==> src/skprd_pkg.sv <==
// Shared types, constants and the nibble character table of the packet run decoder.
package skprd_pkg;

	// Session transform constants.
	localparam logic [7:0] KEY_OFFSET   = 8'h40;
	localparam logic [7:0] MODE_XOR     = 8'hC3;

	// Byte codes and masks of the packet format.
	localparam logic [7:0] SEP_BYTE     = 8'hFF;
	localparam logic [7:0] ZERO_BYTE    = 8'h00;
	localparam logic [7:0] RAW_HDR_MAX  = 8'h7A;
	localparam logic [7:0] PACKED_MASK  = 8'h7F;
	localparam logic [7:0] RAW_XOR      = 8'hFF;
	localparam logic [3:0] NIB_SKIP_LO  = 4'h0;
	localparam logic [3:0] NIB_SKIP_HI  = 4'hF;

	// Kinds of result item.
	localparam logic KIND_CHAR = 1'b0;
	localparam logic KIND_END  = 1'b1;

	// Number of result slots one input byte can fill.
	localparam int unsigned NUM_SLOTS = 3;

	// Slot positions in emission order.
	localparam int unsigned SLOT_FIRST  = 0;
	localparam int unsigned SLOT_SECOND = 1;
	localparam int unsigned SLOT_END    = 2;

	// Decoder phase, one-hot.
	typedef enum logic [3:0] {
		PH_HEADER = 4'b0001,
		PH_RAW    = 4'b0010,
		PH_PACKED = 4'b0100,
		PH_STOP   = 4'b1000
	} phase_t;

	// Result items produced by one input byte, in output order.
	typedef struct packed {
		logic [NUM_SLOTS-1:0]      valid;
		logic [NUM_SLOTS-1:0][7:0] chars;
		logic [NUM_SLOTS-1:0]      kinds;
	} result_set_t;

	// Character for a packed nibble in the range 1 to 14.
	function automatic logic [7:0] nibble_char(input logic [3:0] nib);
		logic [7:0] ch;
		unique case (nib)
			4'h1:    ch = 8'h20; // space
			4'h2:    ch = 8'h2D; // minus
			4'h3:    ch = 8'h2E; // dot
			4'h4:    ch = 8'h30;
			4'h5:    ch = 8'h31;
			4'h6:    ch = 8'h32;
			4'h7:    ch = 8'h33;
			4'h8:    ch = 8'h34;
			4'h9:    ch = 8'h35;
			4'hA:    ch = 8'h36;
			4'hB:    ch = 8'h37;
			4'hC:    ch = 8'h38;
			4'hD:    ch = 8'h39;
			4'hE:    ch = 8'h6E; // letter n
			default: ch = 8'h00;
		endcase
		return ch;
	endfunction

endpackage

==> src/skprd_decode.sv <==
// Session transform and per-byte decode: result items and next run state.
module skprd_decode import skprd_pkg::*; (
	input  logic [7:0]  data_byte,
	input  logic        last,
	input  logic [7:0]  session,
	input  phase_t      phase,
	input  logic [7:0]  remain,
	output result_set_t results,
	output phase_t      nxt_phase,
	output logic [7:0]  nxt_remain
);

	logic [7:0] key;
	logic [7:0] plain;
	logic [3:0] hi_nib;
	logic [3:0] lo_nib;
	logic       hi_ok;
	logic       lo_ok;
	logic [1:0] taken;
	logic [7:0] packed_len;

	// Session key and cipher mode.
	always_comb begin
		key = session + KEY_OFFSET;
		if (session[6]) begin
			plain = data_byte + key;
		end else begin
			plain = data_byte - key;
		end
		if (session[7]) begin
			plain = plain ^ MODE_XOR;
		end
	end

	assign hi_nib     = plain[7:4];
	assign lo_nib     = plain[3:0];
	assign hi_ok      = (hi_nib != NIB_SKIP_LO) && (hi_nib != NIB_SKIP_HI);
	assign lo_ok      = (lo_nib != NIB_SKIP_LO) && (lo_nib != NIB_SKIP_HI);
	assign taken      = {1'b0, hi_ok} + {1'b0, lo_ok};
	assign packed_len = plain & PACKED_MASK;

	// Result items and run state update for one byte.
	always_comb begin
		results    = '0;
		nxt_phase  = phase;
		nxt_remain = remain;
		if (plain == SEP_BYTE) begin
			results.valid[SLOT_FIRST] = 1'b1;
			results.kinds[SLOT_FIRST] = KIND_END;
			nxt_phase  = PH_HEADER;
			nxt_remain = '0;
		end else begin
			if ((phase != PH_STOP) && (plain == ZERO_BYTE)) begin
				nxt_phase  = PH_STOP;
				nxt_remain = '0;
			end else begin
				unique case (phase)
					PH_HEADER: begin
						if (plain <= RAW_HDR_MAX) begin
							nxt_phase  = PH_RAW;
							nxt_remain = plain;
						end else begin
							nxt_remain = packed_len;
							nxt_phase  = (packed_len != '0) ? PH_PACKED : PH_HEADER;
						end
					end
					PH_RAW: begin
						results.valid[SLOT_FIRST] = 1'b1;
						results.chars[SLOT_FIRST] = plain ^ RAW_XOR;
						results.kinds[SLOT_FIRST] = KIND_CHAR;
						nxt_remain = (remain != '0) ? remain - 8'd1 : '0;
						if (remain <= 8'd1) begin
							nxt_phase = PH_HEADER;
						end
					end
					PH_PACKED: begin
						results.valid[SLOT_FIRST]  = hi_ok;
						results.chars[SLOT_FIRST]  = nibble_char(hi_nib);
						results.kinds[SLOT_FIRST]  = KIND_CHAR;
						results.valid[SLOT_SECOND] = lo_ok;
						results.chars[SLOT_SECOND] = nibble_char(lo_nib);
						results.kinds[SLOT_SECOND] = KIND_CHAR;
						// Saturating count-down; the nibbles that are not skipped are emitted even when they overshoot the count.
						if (remain > {6'd0, taken}) begin
							nxt_remain = remain - {6'd0, taken};
						end else begin
							nxt_remain = '0;
							nxt_phase  = PH_HEADER;
						end
					end
					PH_STOP: begin
						nxt_phase = PH_STOP;
					end
					default: begin
						nxt_phase = PH_HEADER;
					end
				endcase
			end
			// End of the received buffer closes the packet.
			if (last) begin
				results.valid[SLOT_END] = 1'b1;
				results.kinds[SLOT_END] = KIND_END;
				nxt_phase  = PH_HEADER;
				nxt_remain = '0;
			end
		end
	end

endmodule

==> src/session_keyed_packet_run_decoder.sv <==
// Top level of the session keyed packet run decoder.
// Received bytes enter an input register, are deciphered with the session key and decoded
// in one pass, and their result items (up to three: a separator end marker, or one raw
// character, or up to two packed characters, plus a buffer end marker) are loaded into a
// result register that is drained one item per cycle while out_ready is high. A byte is
// accepted every cycle as long as each byte yields at most one result item and out_ready
// is high; a byte that yields more items holds the result register until they have been
// taken, so the sustained rate is set by the output side. The session register may only
// be written while no item is in flight.
module session_keyed_packet_run_decoder import skprd_pkg::*; (
	input  logic       clk,
	input  logic       arst_n,
	input  logic       cfg_wr_en,
	input  logic [7:0] cfg_wr_data,
	input  logic       in_valid,
	output logic       in_ready,
	input  logic [7:0] in_byte,
	input  logic       buffer_last,
	output logic       out_valid,
	input  logic       out_ready,
	output logic [7:0] out_char,
	output logic       item_kind
);

	logic                      valid_s1;
	logic [7:0]                byte_s1;
	logic                      last_s1;
	logic [7:0]                session_q;
	phase_t                    phase_q;
	logic [7:0]                remain_q;
	logic [NUM_SLOTS-1:0]      mask_s2;
	logic [NUM_SLOTS-1:0][7:0] chars_s2;
	logic [NUM_SLOTS-1:0]      kinds_s2;

	result_set_t               results;
	phase_t                    nxt_phase;
	logic [7:0]                nxt_remain;
	logic                      in_take;
	logic                      out_take;
	logic                      one_left;
	logic                      s2_free;
	logic                      advance;
	logic [NUM_SLOTS-1:0]      sel_bit;
	logic [1:0]                sel_idx;

	skprd_decode u_decode (
		.data_byte (byte_s1),
		.last      (last_s1),
		.session   (session_q),
		.phase     (phase_q),
		.remain    (remain_q),
		.results   (results),
		.nxt_phase (nxt_phase),
		.nxt_remain(nxt_remain)
	);

	// Handshake and stage advance.
	assign in_take  = in_valid && in_ready;
	assign out_valid = |mask_s2;
	assign out_take = out_valid && out_ready;
	assign one_left = (mask_s2 & (mask_s2 - 3'd1)) == '0;
	assign s2_free  = (mask_s2 == '0) || (out_ready && one_left);
	assign advance  = valid_s1 && ((results.valid == '0) || s2_free);
	assign in_ready = !valid_s1 || advance;

	// Pick the first pending result item.
	assign sel_bit = mask_s2 & (~mask_s2 + 3'd1);
	always_comb begin
		priority if (mask_s2[SLOT_FIRST]) begin
			sel_idx = 2'(SLOT_FIRST);
		end else if (mask_s2[SLOT_SECOND]) begin
			sel_idx = 2'(SLOT_SECOND);
		end else begin
			sel_idx = 2'(SLOT_END);
		end
	end
	assign out_char  = chars_s2[sel_idx];
	assign item_kind = kinds_s2[sel_idx];

	// Session register.
	always_ff @(posedge clk or negedge arst_n) begin
		if (!arst_n) begin
			session_q <= '0;
		end else if (cfg_wr_en) begin
			session_q <= cfg_wr_data;
		end
	end

	// Input register.
	always_ff @(posedge clk or negedge arst_n) begin
		if (!arst_n) begin
			valid_s1 <= 1'b0;
		end else if (in_take) begin
			valid_s1 <= 1'b1;
		end else if (advance) begin
			valid_s1 <= 1'b0;
		end
	end

	always_ff @(posedge clk) begin
		if (in_take) begin
			byte_s1 <= in_byte;
			last_s1 <= buffer_last;
		end
	end

	// Run state, updated as each byte leaves the input register.
	always_ff @(posedge clk or negedge arst_n) begin
		if (!arst_n) begin
			phase_q  <= PH_HEADER;
			remain_q <= '0;
		end else if (advance) begin
			phase_q  <= nxt_phase;
			remain_q <= nxt_remain;
		end
	end

	// Result register: pending mask cleared one item at a time.
	always_ff @(posedge clk or negedge arst_n) begin
		if (!arst_n) begin
			mask_s2 <= '0;
		end else if (advance && (results.valid != '0)) begin
			mask_s2 <= results.valid;
		end else if (out_take) begin
			mask_s2 <= mask_s2 & ~sel_bit;
		end
	end

	always_ff @(posedge clk) begin
		if (advance && (results.valid != '0)) begin
			chars_s2 <= results.chars;
			kinds_s2 <= results.kinds;
		end
	end

endmodule

==> config.mk <==
export PLATFORM = sky130hd
export DESIGN_NAME = session_keyed_packet_run_decoder
export DESIGN_NICKNAME = d
export VERILOG_FILES = /design/src/skprd_pkg.sv /design/src/skprd_decode.sv /design/src/session_keyed_packet_run_decoder.sv
export SDC_FILE = /design/constraint.sdc
export NUM_CORES = 1
export LEC_CHECK = 0
export ABC_AREA = 1
export BUFFER_PORTS_ARGS = -buffer_cell sky130_fd_sc_hd__buf_4
export CAP_MARGIN = 10
export CORE_ASPECT_RATIO = 1.5
export CORE_MARGIN = 10
export CORE_UTILIZATION = 35
export DETAILED_ROUTE_END_ITERATION = 7
export SLEW_MARGIN = 10
export SYNTH_ARGS = -nofsm -noshare
export SYNTH_HDL_FRONTEND = slang
export SYNTH_SLANG_ARGS = --single-unit
==> constraint.sdc <==
create_clock -name clk -period 7.21 [get_ports clk]
set_clock_uncertainty 0.15 [all_clocks]
set_input_delay 0.721 -clock clk [delete_from_list [all_inputs] [get_ports clk]]
set_output_delay 0.721 -clock clk [all_outputs]
set_load 0.01 [all_outputs]
==> impl_metrics.yaml <==
clock_network:
  cts_max_path_buffers: 2
  clkLatencyLatePin_ns: 0.29
  cts_tree: "built"
  cts_hold_buffers: 0
  post_cts_resized: 0
  clock-sinks: 50
  htree_levels: 2
  root_buffer: "clkbuf_16"
  post_cts_buffers: 0
  clk_pin_slew_ns: 0.07
  cts_buffers: 5
synth:
  synth-seq-cells: 50
  syn_inst: 434
  synth_warnings: 0
  synth_top_cell_area_share_pct: 22.17
  netlist-cell-type-count: 44
  syn_area_um2: 3521
  ys.flop_type: "edfxtp_1"
  synth.yosys.seq_area_share_pct: 39.27
  synth_fp_nets: 472
  synth.top_cells.by_area: "edfxtp_1 22%, dfrtp_1 16%, nand2_1 10%"
  synth_edf_count: 26
  syn_avg_cell_area_um2: 8.113
  synthArstFlopShare_pct: 48.00
  yosysTopAreaCell: "edfxtp_1"
floorplanning:
  fp.dieH_um: 142.8
  die-width_um: 101.9
  core_um2: 9744
  rows: 44
  ios: 33
  initial_core_util_pct: 36.13
  die-area_um2: 14550
timing:
  fin_setup_tns_ns: 0
  max_freq_ghz: 0.2123
  final_max_slew_viol_count: 0
  tightest_slew_ns: 0.8064
  slew_headroom_pct: 46.04
  rsz0062_at_grt: "false"
  hold_viol: 0
  fin_crit_sh_pct: 65.34
  fin_crit_ns: 4.711
  setup_viol: 0
route:
  drt_iter0_markers: 192
  routed_via_density: 5.146
  ant_nets: 0
  avgRoutedWirePerCell_um: 14.65
  routed_wl_mm: 8.542
  drc: 0
  vias: 3000
  firstDrtPassIters: 4
grt:
  grt_first_pass_wirelength_mm: 14.44
  grt.overflow.total: 0
  antenna_found_initial: 0
  grt_usage_pct: 12.27
  grt_pass1_vias: 3138
  grt_max_degree: 25
place:
  place_hpwl_mm: 6.770
  gp_congestion: 0.9062
  dp.cells: 575
  portBuffers: 32
final_layout:
  insertedDiodeCount: 0
  areaGrowthSynthToFinish_pct: 14.53
  drive_gt1_share_pct: 17.74
  fin_cells: 583
  nets: 505
critical_path:
  cp_data_arrival_time_ns: 4.74
  crit_type: "flip-flop to flip-flop"
  cp-end-kind: "flip-flop"
  crit_fanout: 8
  critPathRequiredTime_ns: 7.24
  worstSetupStartpointType: "flip-flop"
pwr:
  seqPwrFrac_pct: 29.9
  combPwrFrac_pct: 52.3
  p_int_uw: 818.4
  p_clk_share_pct: 17.9
  p_leak_uw: 0.001860
  powerDensity_nw_per_um2: 368.2
  power.switching_uw: 666.5
  vdd.ir_drop.worst_uv: 156.8
  p_sw_share_pct: 44.89
status:
  outcome: "complete, no violations"
run:
  cap_viol_max_count: 0
min_path:
  min_path_type: "input pin to async pin"
[cell usage in the layout (no fill, tap or decap), drive strengths merged, types with 2 or more instances in the layout]
cell    count
a21oi      17
a22o        8
buf        32
clkbuf      5
clkinv      3
dfrtp      23
edfxtp     26
fa          2
ha         14
inv        60
nand2     106
nand3      34
nand3b      2
nand4       6
nor2       43
nor3       10
nor4        3
o211ai      7
o21ai      30
o221ai      3
o22ai       5
xnor2       5
xor2       14
[synth_stat cells (4+ instances only)]
library cell / count
nand4_1: 5
inv_1: 52
nand2_2: 8
o211ai_1: 7
o21ai_0: 17
a21oi_1: 17
edfxtp_1: 26
nand2_1: 96
xnor2_1: 4
inv_2: 8
xor2_1: 13
dfrtp_1: 23
o21ai_1: 5
nor3_1: 7
nor2_1: 39
nor2_4: 4
ha_1: 14
nand3_1: 31
o22ai_1: 5
o21ai_2: 8
a22o_1: 8
clkbuf_1: 4
[state kept, by name, summed over array words and instances (netlist names)]
register,flops
remain_q,8
kinds_s2,2
mask_s2,3
byte_s1,8
chars_s2,15
valid_s1,1
phase_q,4
last_s1,1
session_q,8
[layout make-up]
type	count	area, µm²
multi-input combinational	316	1868
tap	115	143.9
timing repair buffer	32	240.2
clock inverter	3	40.04
inverter	62	232.7
clock buffer	5	125.1
fill	983	5712
sequential	50	1383
[cell families (layout without fill, tap and decap cells)]
logic type                 Yosys count  in the layout  share of synthesized area (%)
xor gates and xnor gates            19             19                          5.153
DFF                                 50             50                          39.27
and+or+nand+nor                    206            206                          27.97
muxes                                1              1                         0.3198
buffers and inverters               68            102                          7.676
adders and majority gates           16             16                          6.112
AOI/OAI and AO/OA                   74             74                          13.50
[metrics by stage]
step	hold slack (ns)	setup slack [ns]	cell area [µm²]	total power [µW]	utilization [%]
floorplan	0.2754	3.037	3521	1034	-
global placement	0.3463	2.601	3867	1216	39.69
detailed placement	0.3489	2.515	3867	1227	39.69
CTS	0.1848	2.497	4033	1498	41.38
global route	0.1939	2.035	4033	1609	41.38
finish	0.1718	2.499	4033	1485	41.38
[power by group through the flow]
stage          Combinational (µW)  Clock (µW)  Sequential, µW
6_report                      776         266             443
4_1_cts                       783         272             443
5_1_grt                       872         284             453
3_3_place_gp                  769           0             447
2_1_floorplan                 607           0             427
3_5_place_dp                  779           0             448
[critical path, cell delays in order (launching register included)]
cell     delay [ns]
dfrtp_1        0.41
nor3_1         0.29
nand3_1        0.10
nand2_1        0.09
xor2_1         0.22
ha_1           0.35
nand2_1        0.12
inv_1          0.04
a21oi_1        0.23
nand2_1        0.09
nand2_1        0.07
nand2_2        0.14
nor2_4         0.16
nand2_1        0.09
and2_1         0.17
ha_1           0.27
ha_1           0.13
inv_1          0.06
fa_1           0.42
nand2_1        0.09
nand4_1        0.08
nand2_1        0.25
o21ai_0        0.14
nand2_1        0.11
nand3_2        0.15
nand2_1        0.10
o21ai_1        0.07
[layer usage]
metal / global-route usage (%) / up-vias / share of wire (%)
met4: 6.632 / 0 / 4.2
met1: 12.84 / 1385 / 40
li1: - / 1522 / -
met2: 21.77 / 70 / 51
met5: 0 / - / 0
met3: 3.140 / 23 / 4.6
[worst paths after layout]
kind,to,slack (ns),from,depth (start not counted)
worst max-delay path,phase_q[2],2.50,session_q[2],26
worst min-delay path,session_q[4],0.17,arst_n,1
worst max register to register,phase_q[2],2.50,session_q[2],26
worst min register to register,remain_q[7],0.36,remain_q[7],2
max in group asynchronous,phase_q[0],6.43,arst_n,1
min in group clk,remain_q[7],0.36,remain_q[7],2
(Power assumes the default switching activity.)
